$ cat config.mk
export PLATFORM = sky130hd
export DESIGN_NAME = nested_loop_write_address_generator_core
export DESIGN_NICKNAME = d
export VERILOG_FILES = /design/src/sv/nlwag_pkg.sv /design/src/sv/nlwag_cfg.sv /design/src/sv/nlwag_step.sv /design/src/sv/nested_loop_write_address_generator_core.sv
export SDC_FILE = /design/constraint.sdc
export NUM_CORES = 1
export LEC_CHECK = 0
export BUFFER_PORTS_ARGS = -buffer_cell sky130_fd_sc_hd__buf_4
export CORE_AREA = 5 5 176 178
export DETAILED_ROUTE_END_ITERATION = 12
export DIE_AREA = 0 0 181 183
export HOLD_SLACK_MARGIN = 0.08
export PLACE_DENSITY = 0.82
export SYNTH_ARGS = -nofsm -noshare
export SYNTH_HDL_FRONTEND = slang
export SYNTH_SLANG_ARGS = --single-unit
$ cat constraint.sdc
create_clock -name i_clk -period 14.6 [get_ports i_clk]
set_clock_uncertainty 0.15 [all_clocks]
set_input_delay 0.73 -clock i_clk [delete_from_list [all_inputs] [get_ports i_clk]]
set_output_delay 0.73 -clock i_clk [all_outputs]
set_load 0.1 [all_outputs]
$ cat src/sv/nlwag_pkg.sv
`timescale 1ns / 1ps
`default_nettype none
// ============================================================================
// nlwag_pkg
// Shared types and constants of the nested loop write address generator.
// ============================================================================
package nlwag_pkg;

    // Parameter defaults
    localparam int MEMORY_WORDS_DEF = 2048;
    localparam int DATA_BITS_DEF    = 32;

    // Fixed field widths
    localparam int CNT_W      = 10;  // loop counters, periods, iterations, duty
    localparam int STEP_W     = 11;  // signed increments and shifts
    localparam int DELAY_W    = 8;   // start delay
    localparam int CFG_IDX_W  = 3;
    localparam int CFG_DATA_W = 11;

    // Command codes
    localparam logic CMD_TICK  = 1'b0;
    localparam logic CMD_START = 1'b1;

    // Configuration register indexes
    typedef enum logic [CFG_IDX_W-1:0] {
        CFG_INNER_PERIOD     = 3'd0,
        CFG_INNER_ITERATIONS = 3'd1,
        CFG_INNER_INCREMENT  = 3'd2,
        CFG_INNER_SHIFT      = 3'd3,
        CFG_OUTER_PERIOD     = 3'd4,
        CFG_OUTER_ITERATIONS = 3'd5,
        CFG_OUTER_INCREMENT  = 3'd6,
        CFG_OUTER_SHIFT      = 3'd7
    } t_cfg_idx;

    typedef struct packed {
        logic        [CNT_W-1:0]  inner_period;
        logic        [CNT_W-1:0]  inner_iterations;
        logic signed [STEP_W-1:0] inner_increment;
        logic signed [STEP_W-1:0] inner_shift;
        logic        [CNT_W-1:0]  outer_period;
        logic        [CNT_W-1:0]  outer_iterations;
        logic signed [STEP_W-1:0] outer_increment;
        logic signed [STEP_W-1:0] outer_shift;
    } t_cfg;

endpackage : nlwag_pkg
`default_nettype wire

$ cat src/sv/nlwag_cfg.sv
`timescale 1ns / 1ps
`default_nettype none
// ============================================================================
// nlwag_cfg
// Loop configuration registers, written through the configuration channel.
// ============================================================================
module nlwag_cfg
    import nlwag_pkg::*;
(
    input  wire logic                  i_clk,
    input  wire logic                  i_rst_n,
    input  wire logic                  i_cfg_valid,
    input  wire logic [CFG_IDX_W-1:0]  i_cfg_index,
    input  wire logic [CFG_DATA_W-1:0] i_cfg_data,
    output t_cfg                       o_cfg
);

    t_cfg r_cfg;
    t_cfg n_cfg;

    always_comb begin
        n_cfg = r_cfg;
        if (i_cfg_valid) begin
            unique case (t_cfg_idx'(i_cfg_index))
                CFG_INNER_PERIOD:     n_cfg.inner_period     = i_cfg_data[CNT_W-1:0];
                CFG_INNER_ITERATIONS: n_cfg.inner_iterations = i_cfg_data[CNT_W-1:0];
                CFG_INNER_INCREMENT:  n_cfg.inner_increment  = $signed(i_cfg_data);
                CFG_INNER_SHIFT:      n_cfg.inner_shift      = $signed(i_cfg_data);
                CFG_OUTER_PERIOD:     n_cfg.outer_period     = i_cfg_data[CNT_W-1:0];
                CFG_OUTER_ITERATIONS: n_cfg.outer_iterations = i_cfg_data[CNT_W-1:0];
                CFG_OUTER_INCREMENT:  n_cfg.outer_increment  = $signed(i_cfg_data);
                CFG_OUTER_SHIFT:      n_cfg.outer_shift      = $signed(i_cfg_data);
            endcase
        end
    end

    always_ff @(posedge i_clk) begin
        if (!i_rst_n) begin
            r_cfg <= '0;
        end else begin
            r_cfg <= n_cfg;
        end
    end

    assign o_cfg = r_cfg;

endmodule : nlwag_cfg
`default_nettype wire

$ cat src/sv/nlwag_step.sv
`timescale 1ns / 1ps
`default_nettype none
// ============================================================================
// nlwag_step
// Loop state registers and the one-item step: start, delay countdown and
// the two- or four-level strided loop. The result is combinational.
// ============================================================================
module nlwag_step
    import nlwag_pkg::*;
#(
    parameter int HALF_W    = 10,
    parameter int DATA_BITS = DATA_BITS_DEF
) (
    input  wire logic                        i_clk,
    input  wire logic                        i_rst_n,
    input  wire logic                        i_fire,
    input  wire logic                        i_cmd,
    input  wire logic        [CNT_W-1:0]     i_start_addr,
    input  wire logic        [CNT_W-1:0]     i_duty,
    input  wire logic        [DELAY_W-1:0]   i_delay_cycles,
    input  wire logic signed [DATA_BITS-1:0] i_data_in,
    input  t_cfg                             i_cfg,
    output logic                             o_write_valid,
    output logic             [HALF_W:0]      o_write_addr,
    output logic signed      [DATA_BITS-1:0] o_write_data,
    output logic                             o_run_done
);

    localparam int EXT_W = (HALF_W > STEP_W) ? HALF_W : STEP_W;
    localparam int SA_W  = (HALF_W > CNT_W) ? HALF_W : CNT_W;

    // state
    logic [DELAY_W-1:0] r_delay_left, n_delay_left;
    logic [HALF_W-1:0]  r_cur_addr, n_cur_addr;
    logic [HALF_W-1:0]  r_outer_base, n_outer_base;
    logic [CNT_W-1:0]   r_tick_count, n_tick_count;
    logic [CNT_W-1:0]   r_period_count, n_period_count;
    logic [CNT_W-1:0]   r_outer_tick_count, n_outer_tick_count;
    logic [CNT_W-1:0]   r_outer_count, n_outer_count;
    logic [CNT_W-1:0]   r_duty_count, n_duty_count;
    logic [CNT_W-1:0]   r_active_duty, n_active_duty;
    logic               r_finished, n_finished;
    logic               r_bank, n_bank;

    // steps reduced modulo the bank size (power of two)
    logic [EXT_W-1:0]  inc_ext, shift_ext, oinc_ext, oshift_ext;
    logic [HALF_W-1:0] inc_h, shift_h, oinc_h, oshift_h;
    logic [SA_W-1:0]   sa_ext;

    assign inc_ext    = EXT_W'(i_cfg.inner_increment);
    assign shift_ext  = EXT_W'(i_cfg.inner_shift);
    assign oinc_ext   = EXT_W'(i_cfg.outer_increment);
    assign oshift_ext = EXT_W'(i_cfg.outer_shift);
    assign inc_h      = inc_ext[HALF_W-1:0];
    assign shift_h    = shift_ext[HALF_W-1:0];
    assign oinc_h     = oinc_ext[HALF_W-1:0];
    assign oshift_h   = oshift_ext[HALF_W-1:0];
    assign sa_ext     = SA_W'(i_start_addr);

    // innermost tick, evaluated speculatively
    logic              it_en;
    logic [CNT_W-1:0]  it_tick, it_duty, it_period;
    logic [HALF_W-1:0] it_cur;

    always_comb begin
        it_en     = 1'b0;
        it_tick   = r_tick_count;
        it_duty   = r_duty_count;
        it_period = r_period_count;
        it_cur    = r_cur_addr;
        if (r_tick_count < i_cfg.inner_period) begin
            it_tick = r_tick_count + CNT_W'(1);
            if (r_duty_count < r_active_duty) begin
                it_en   = 1'b1;
                it_duty = r_duty_count + CNT_W'(1);
                it_cur  = r_cur_addr + inc_h;
            end
        end
        if (it_tick == i_cfg.inner_period) begin
            it_tick   = '0;
            it_duty   = '0;
            it_period = r_period_count + CNT_W'(1);
            it_cur    = it_cur + shift_h;
        end
    end

    logic two_level;
    logic en;

    assign two_level = (i_cfg.outer_iterations == '0) && (i_cfg.outer_period == '0);

    always_comb begin
        n_delay_left       = r_delay_left;
        n_cur_addr         = r_cur_addr;
        n_outer_base       = r_outer_base;
        n_tick_count       = r_tick_count;
        n_period_count     = r_period_count;
        n_outer_tick_count = r_outer_tick_count;
        n_outer_count      = r_outer_count;
        n_duty_count       = r_duty_count;
        n_active_duty      = r_active_duty;
        n_finished         = r_finished;
        n_bank             = r_bank;
        en                 = 1'b0;
        if (i_fire) begin
            if (i_cmd == CMD_START) begin
                n_finished         = 1'b0;
                n_cur_addr         = sa_ext[HALF_W-1:0];
                n_outer_base       = sa_ext[HALF_W-1:0];
                n_active_duty      = (i_duty == '0) ? i_cfg.inner_period : i_duty;
                n_delay_left       = i_delay_cycles;
                n_tick_count       = '0;
                n_period_count     = '0;
                n_outer_tick_count = '0;
                n_outer_count      = '0;
                n_duty_count       = '0;
                n_bank             = ~r_bank;
            end else if (r_delay_left != '0) begin
                n_delay_left = r_delay_left - DELAY_W'(1);
            end else if (!r_finished) begin
                if (two_level) begin
                    if (r_period_count < i_cfg.inner_iterations) begin
                        en             = it_en;
                        n_tick_count   = it_tick;
                        n_duty_count   = it_duty;
                        n_period_count = it_period;
                        n_cur_addr     = it_cur;
                    end
                    if (n_period_count == i_cfg.inner_iterations) begin
                        n_period_count = '0;
                        n_finished     = 1'b1;
                    end
                end else begin
                    if (r_outer_count < i_cfg.outer_iterations) begin
                        if (r_outer_tick_count < i_cfg.outer_period) begin
                            if (r_period_count < i_cfg.inner_iterations) begin
                                en             = it_en;
                                n_tick_count   = it_tick;
                                n_duty_count   = it_duty;
                                n_period_count = it_period;
                                n_cur_addr     = it_cur;
                            end
                            // inner nest complete: step the outer base
                            if (n_period_count == i_cfg.inner_iterations) begin
                                n_period_count     = '0;
                                n_outer_base       = r_outer_base + oinc_h;
                                n_cur_addr         = n_outer_base;
                                n_outer_tick_count = r_outer_tick_count + CNT_W'(1);
                            end
                        end
                        // outer period complete: jump the outer base
                        if (n_outer_tick_count == i_cfg.outer_period) begin
                            n_outer_base       = n_outer_base + oshift_h;
                            n_cur_addr         = n_outer_base;
                            n_outer_tick_count = '0;
                            n_outer_count      = r_outer_count + CNT_W'(1);
                        end
                    end
                    if (n_outer_count == i_cfg.outer_iterations) begin
                        n_finished = 1'b1;
                    end
                end
            end
        end
    end

    always_ff @(posedge i_clk) begin
        if (!i_rst_n) begin
            r_delay_left       <= '0;
            r_cur_addr         <= '0;
            r_outer_base       <= '0;
            r_tick_count       <= '0;
            r_period_count     <= '0;
            r_outer_tick_count <= '0;
            r_outer_count      <= '0;
            r_duty_count       <= '0;
            r_active_duty      <= '0;
            r_finished         <= 1'b1;
            r_bank             <= 1'b0;
        end else begin
            r_delay_left       <= n_delay_left;
            r_cur_addr         <= n_cur_addr;
            r_outer_base       <= n_outer_base;
            r_tick_count       <= n_tick_count;
            r_period_count     <= n_period_count;
            r_outer_tick_count <= n_outer_tick_count;
            r_outer_count      <= n_outer_count;
            r_duty_count       <= n_duty_count;
            r_active_duty      <= n_active_duty;
            r_finished         <= n_finished;
            r_bank             <= n_bank;
        end
    end

    // write address is the address before this tick's update
    assign o_write_valid = en;
    assign o_write_addr  = en ? {r_bank, r_cur_addr} : '0;
    assign o_write_data  = en ? i_data_in : '0;
    assign o_run_done    = n_finished;

    a_delay_no_write: assert property (@(posedge i_clk) disable iff (!i_rst_n)
        i_fire && (i_cmd == CMD_TICK) && (r_delay_left != '0) |-> !o_write_valid)
        else $error("write while start delay running");

    a_done_sticky: assert property (@(posedge i_clk) disable iff (!i_rst_n)
        i_fire && (i_cmd == CMD_TICK) && r_finished |=> r_finished)
        else $error("run done cleared by a tick");

    a_bank_swap: assert property (@(posedge i_clk) disable iff (!i_rst_n)
        i_fire && (i_cmd == CMD_START) |=> r_bank != $past(r_bank))
        else $error("start did not swap bank");

endmodule : nlwag_step
`default_nettype wire

$ cat src/sv/nested_loop_write_address_generator_core.sv
`timescale 1ns / 1ps
`default_nettype none
// ============================================================================
// nested_loop_write_address_generator_core
// Strided write address generator with ping-pong banks: start items load a
// run, tick items step a two- or four-level loop and emit write requests.
// ============================================================================
//
//  channel  | direction | handshake               | payload
//  ---------+-----------+-------------------------+-------------------------------
//  in       | slave     | i_in_valid / o_in_ready | i_cmd, i_start_addr, i_duty,
//           |           |                         | i_delay_cycles, i_data_in
//  out      | master    | o_out_valid/i_out_ready | o_write_valid, o_write_addr,
//           |           |                         | o_write_data, o_run_done
//  cfg      | slave     | i_cfg_valid/o_cfg_ready | i_cfg_index, i_cfg_data
//
//  One item per cycle sustained while out is taken; every item's result passes
//  the input register, then the result register, before it is on the outputs.
//  The loop step is a single pass of compares and two short adder chains
//  between the input register and the result register.
//  A stalled output holds the result register; the input register still takes
//  one more item, then in stays not ready until out is taken.
//  Reset (synchronous, active low) clears the valid flags, the loop state and the
//  configuration, and leaves the block idle with run done set; the configuration channel is always ready.
//
module nested_loop_write_address_generator_core
    import nlwag_pkg::*;
#(
    parameter  int MEMORY_WORDS = MEMORY_WORDS_DEF,  // power of two
    parameter  int DATA_BITS    = DATA_BITS_DEF,
    localparam int ADDR_W       = $clog2(MEMORY_WORDS)
) (
    input  wire logic                        i_clk,
    input  wire logic                        i_rst_n,
    // item input
    input  wire logic                        i_in_valid,
    output logic                             o_in_ready,
    input  wire logic                        i_cmd,
    input  wire logic        [CNT_W-1:0]     i_start_addr,
    input  wire logic        [CNT_W-1:0]     i_duty,
    input  wire logic        [DELAY_W-1:0]   i_delay_cycles,
    input  wire logic signed [DATA_BITS-1:0] i_data_in,
    // result output
    output logic                             o_out_valid,
    input  wire logic                        i_out_ready,
    output logic                             o_write_valid,
    output logic             [ADDR_W-1:0]    o_write_addr,
    output logic signed      [DATA_BITS-1:0] o_write_data,
    output logic                             o_run_done,
    // configuration writes
    input  wire logic                        i_cfg_valid,
    output logic                             o_cfg_ready,
    input  wire logic        [CFG_IDX_W-1:0] i_cfg_index,
    input  wire logic       [CFG_DATA_W-1:0] i_cfg_data
);

    localparam int HALF_W = ADDR_W - 1;  // address bits within one bank

    // ------------------------------------------------------------------
    // Configuration registers
    // ------------------------------------------------------------------
    t_cfg cfg;

    nlwag_cfg u_cfg (
        .i_clk       (i_clk),
        .i_rst_n     (i_rst_n),
        .i_cfg_valid (i_cfg_valid),
        .i_cfg_index (i_cfg_index),
        .i_cfg_data  (i_cfg_data),
        .o_cfg       (cfg)
    );

    assign o_cfg_ready = 1'b1;

    // ------------------------------------------------------------------
    // Pipeline control: the result register advances when empty or taken;
    // the input register accepts whenever it is empty or moves on.
    // ------------------------------------------------------------------
    logic advance;
    logic fire;
    logic in_acc;

    logic r_in_valid;
    logic r_out_valid;

    assign advance    = !r_out_valid || i_out_ready;
    assign fire       = r_in_valid && advance;
    assign o_in_ready = !r_in_valid || advance;
    assign in_acc     = i_in_valid && o_in_ready;

    // input register
    logic                        r_cmd;
    logic        [CNT_W-1:0]     r_start_addr;
    logic        [CNT_W-1:0]     r_duty;
    logic        [DELAY_W-1:0]   r_delay_cycles;
    logic signed [DATA_BITS-1:0] r_data_in;

    always_ff @(posedge i_clk) begin
        if (!i_rst_n) begin
            r_in_valid <= 1'b0;
        end else if (in_acc) begin
            r_in_valid <= 1'b1;
        end else if (fire) begin
            r_in_valid <= 1'b0;
        end
    end

    always_ff @(posedge i_clk) begin
        if (in_acc) begin
            r_cmd          <= i_cmd;
            r_start_addr   <= i_start_addr;
            r_duty         <= i_duty;
            r_delay_cycles <= i_delay_cycles;
            r_data_in      <= i_data_in;
        end
    end

    // ------------------------------------------------------------------
    // Loop step (state updates only when the item moves to the result reg)
    // ------------------------------------------------------------------
    logic                        step_write_valid;
    logic [ADDR_W-1:0]           step_write_addr;
    logic signed [DATA_BITS-1:0] step_write_data;
    logic                        step_run_done;

    nlwag_step #(
        .HALF_W    (HALF_W),
        .DATA_BITS (DATA_BITS)
    ) u_step (
        .i_clk          (i_clk),
        .i_rst_n        (i_rst_n),
        .i_fire         (fire),
        .i_cmd          (r_cmd),
        .i_start_addr   (r_start_addr),
        .i_duty         (r_duty),
        .i_delay_cycles (r_delay_cycles),
        .i_data_in      (r_data_in),
        .i_cfg          (cfg),
        .o_write_valid  (step_write_valid),
        .o_write_addr   (step_write_addr),
        .o_write_data   (step_write_data),
        .o_run_done     (step_run_done)
    );

    // ------------------------------------------------------------------
    // Result register
    // ------------------------------------------------------------------
    logic                        r_write_valid;
    logic [ADDR_W-1:0]           r_write_addr;
    logic signed [DATA_BITS-1:0] r_write_data;
    logic                        r_run_done;

    always_ff @(posedge i_clk) begin
        if (!i_rst_n) begin
            r_out_valid <= 1'b0;
        end else if (advance) begin
            r_out_valid <= r_in_valid;
        end
    end

    always_ff @(posedge i_clk) begin
        if (fire) begin
            r_write_valid <= step_write_valid;
            r_write_addr  <= step_write_addr;
            r_write_data  <= step_write_data;
            r_run_done    <= step_run_done;
        end
    end

    assign o_out_valid   = r_out_valid;
    assign o_write_valid = r_write_valid;
    assign o_write_addr  = r_write_addr;
    assign o_write_data  = r_write_data;
    assign o_run_done    = r_run_done;

    // ------------------------------------------------------------------
    // Assertions
    // ------------------------------------------------------------------
    a_idle_result_zero: assert property (@(posedge i_clk) disable iff (!i_rst_n)
        o_out_valid && !o_write_valid |-> (o_write_addr == '0) && (o_write_data == '0))
        else $error("non-write result carries address or data");

    a_ready_when_out_empty: assert property (@(posedge i_clk) disable iff (!i_rst_n)
        !r_out_valid |-> o_in_ready)
        else $error("input stalled with empty result register");

    a_start_result: assert property (@(posedge i_clk) disable iff (!i_rst_n)
        fire && (r_cmd == CMD_START) |=> o_out_valid && !o_run_done && !o_write_valid)
        else $error("start item result wrong");

endmodule : nested_loop_write_address_generator_core
`default_nettype wire

==> results by group <==
Setup path
  – Crit path max fanout: 16
  – Worst EP required: 14.93 ns
  – Flop2flop setup slack: 6.82 ns
  – Worst r2r src: u_cfg.o_cfg[81]
  – Slowest stage delay, CP: 0.64 ns
  – CP Launch Type: register
  – Slowest stage cell, crit path: nor2_1
  – CP endpoint kind: register
  – Worst Reg2Reg Path Length in Cells: 28
  – Critical Path AT: 8.11 ns
  – CP Class: reg -> reg
  – RR Endpoint: u_step.r_cur_addr[9]

Job
  – Maximum capacitance violations: 0

Global routing
  – Vias in the first global route: 13.10k
  – Overflow after GRT: 0
  – Initial antenna violation count: 0
  – First-pass GRT wire length: 66.81 mm
  – Largest net degree at the start of global routing: 104
  – GRT Total Usage: 24.41%

Timing
  – Max-slew violations: 0
  – Worst-margin pin slew: 1.151 ns
  – Final hold vios: 0
  – Crit path time final: 7.780 ns
  – PnR worst setup slack: 6.820 ns
  – Final worst-path cycle share: 53.28%
  – TNS Setup: 0 ns
  – Maximum clock rate: 0.1285 GHz
  – Relative slew slack: 22.66%
  – Setup violators final: 0
  – RSZ-0062 raised after global routing: false

Cells and area
  – Final Util: 61.30%
  – N_diodes: 0
  – Layout area overhead: 14.09%
  – Final Instance Area: 17930 um^2
  – Layout cell share with drive strength beyond 1: 11.38%
  – Nets: 2037

Synth
  – Syn_area_per_cell: 8.838 um^2
  – Count of flip-flops with a built-in enable after synthesis: 106
  – Register bit count reported by yosys: 278
  – Post-Syn Instances: 1778
  – Post-Syn Area: 15710 um^2
  – Register area share after synthesis: 42.17%
  – Main flop type after synthesis: dfxtp_1
  – Warnings from Yosys: 0
  – Library cells used by synthesis: 80
  – Syn nets: 1950
  – Post-synth ARST share: 0%

Clock network
  – Total CTS buffers: 30
  – CTS tree: built
  – Setup Buffers After CTS: 0
  – Post-cts hold buffer count: 0
  – H-Tree Depth: 1
  – Clock insertion delay at the later pin of the skew report: 0.58 ns
  – Clock root buffer: clkbuf_16
  – Number of gates resized after cts: 0
  – Reg clk slew, reported paths: 0.06 ns
  – Max Buffers Root-to-Sink: 3
  – Clock sinks: 278

Floorplanning
  – Die H: 183 um
  – I/O pin count: 128
  – Std cell rows: 63
  – Die area: 33120 um^2
  – Die X-Extent: 181 um
  – Core Box Area: 29240 um^2
  – Initial Utilization: 53.73%

Worst hold path
  – Min-delay worst type: in -> reg
  – Hold Path End: r_delay_cycles[7]
  – Hold Startpoint: i_delay_cycles[7]
  – Hold depth: 1

Placement
  – Post-DP Area: 16920 um^2
  – Final HPWL DP: 29.61 mm
  – IO buf count: 125
  – Final GP Congestion: 0.9907
  – Worst slack at placement: 7.119 ns

Routing
  – Pre-antenna DRT Iters: 6
  – DR iter-0 viols: 1107
  – Remaining DRCs: 0
  – DRT Wirelength: 42.19 mm
  – Routed wire per std cell: 18.51 um
  – Vias/cell: 5.946
  – Final ANT Viol Nets: 0
  – DR vias: 13.55k

Power and ir drop
  – Worst vdd ir: 0.00008515 V
  – Leak: 6.857 nW
  – PwrDens: 106.5 nW/um^2

Status
  – Outcome: complete, no violations
-- how the worst max path moves through the flow --
stage                               start                    to
after floorplan           u_cfg.o_cfg[80]  u_step.r_cur_addr[9]
after global placement    u_cfg.o_cfg[81]  u_step.r_cur_addr[9]
after detailed placement  u_cfg.o_cfg[81]  u_step.r_cur_addr[9]
after CTS                 u_cfg.o_cfg[81]  u_step.r_cur_addr[9]
after global routing      u_cfg.o_cfg[81]  u_step.r_cur_addr[9]
final                     u_cfg.o_cfg[81]  u_step.r_cur_addr[9]
-- layer usage --
metal  share of wire [%]  vias up  routed length, um  track usage [%]
li1                    -     6469                  -                -
met1                  40     6402              16940            30.41
met2                  48      530              20100            42.13
met3                 7.6      151               3204            3.709
met4                 4.6        0               1948            11.14
met5                   0        -                  0                0
-- logic make-up (layout without fill, tap and decap cells) --
| group | Yosys count | count (layout) | share of synthesized area (%) |
|---|---|---|---|
| simple gates | 647 | 647 | 19.44 |
| fa+ha+maj | 93 | 93 | 7.580 |
| compound gates | 477 | 477 | 20.26 |
| buf+inv | 173 | 284 | 4.324 |
| mux | 12 | 12 | 0.8042 |
| xor+xnor | 97 | 97 | 5.406 |
| flops | 278 | 278 | 42.17 |
| other cells | 1 | 1 | 0.02386 |
-- Yosys cell counts, types with 6 or more instances --
master / instances / area, um^2
nand3_1: 32 / 160.2
dfxtp_1: 172 / 3443
o21a_1: 12 / 90.09
and2_1: 56 / 350.3
o21ai_0: 78 / 390.4
o21bai_1: 21 / 157.7
o32ai_2: 7 / 113.9
and3_1: 18 / 112.6
mux2i_1: 7 / 70.07
o31ai_1: 8 / 60.06
or2_2: 7 / 43.79
nand2b_1: 16 / 100.1
edfxtp_1: 106 / 3183
nand4_1: 18 / 112.6
nor2b_1: 17 / 106.4
ha_1: 88 / 1101
inv_1: 89 / 334.1
and4_1: 8 / 70.07
or3_1: 15 / 93.84
nand2_1: 270 / 1013
a31oi_1: 15 / 93.84
a21o_1: 23 / 172.7
nand3b_1: 6 / 45.04
xnor2_1: 60 / 525.5
clkbuf_1: 64 / 240.2
a21boi_0: 84 / 630.6
a211oi_1: 13 / 97.59
nor4_1: 20 / 125.1
xor2_1: 37 / 324.1
o21ai_1: 8 / 40.04
a21oi_1: 143 / 715.7
nor2_1: 117 / 439.2
buf_1: 11 / 41.29
nor3_1: 33 / 165.2
o211ai_1: 8 / 60.06
-- sequential cells by signal, indices dropped and copies added (netlist names), 11 cells and up --
| signal | flops |
|---|---|
| o_write_addr | 11 |
| o_write_data | 32 |
| r_data_in | 32 |
| u_cfg.o_cfg | 80 |
-- power by group --
part	total, mW	leakage, nW	internal [mW]	switching (mW)
clock network	0.777	0.484	0.462	0.315
logic	0.286	3.93	0.0893	0.197
registers	0.847	2.44	0.831	0.0163
-- cells in the final DEF (no fill, tap or decap), types with 30 or more instances in the layout --
master     Yosys  final
and2_1        56     55
nand2_1      270    270
xor2_1        37     37
edfxtp_1     106    106
a21oi_1      143    142
xnor2_1       60     60
ha_1          88     88
o21ai_0       78     77
buf_4          3    138
dfxtp_1      172    172
nor3_1        33     33
nor2_1       117    117
a21boi_0      84     84
inv_1         89     89
nand3_1       32     32
clkbuf_16      0     30
-- layout make-up --
type | count | area (um^2)
fillers | 2457 | 11320
multi-input cells | 1327 | 8427
flip-flops and latches | 278 | 6626
repair buffers | 138 | 1036
clock buffers | 43 | 819.5
well taps | 390 | 488.0
inverters | 90 | 337.8
clock inverters | 13 | 192.7
-- per-stage QoR --
stage | hold slack (ns) | power [mW] | instances
floorplan | 0.2978 | 1.055 | 1778
global placement | 0.3097 | 1.133 | 2223
detailed placement | 0.3184 | 1.141 | 2223
CTS | 0.1507 | 1.917 | 2279
global route | 0.1568 | 1.977 | 2279
finish | 0.1754 | 1.910 | 2279
-- critical path: cells and delay by family, from the launching register on --
kind	cells	cell delay, ns
AND/OR/NAND/NOR	5	2.18
AO/OA/AOI/OAI	18	3.62
flip-flops	1	0.48
buffers and inverters	1	0.13
adder cells (fa/ha/maj)	2	0.62
XOR/XNOR	2	0.50
Power figures use the tool's default switching activity.
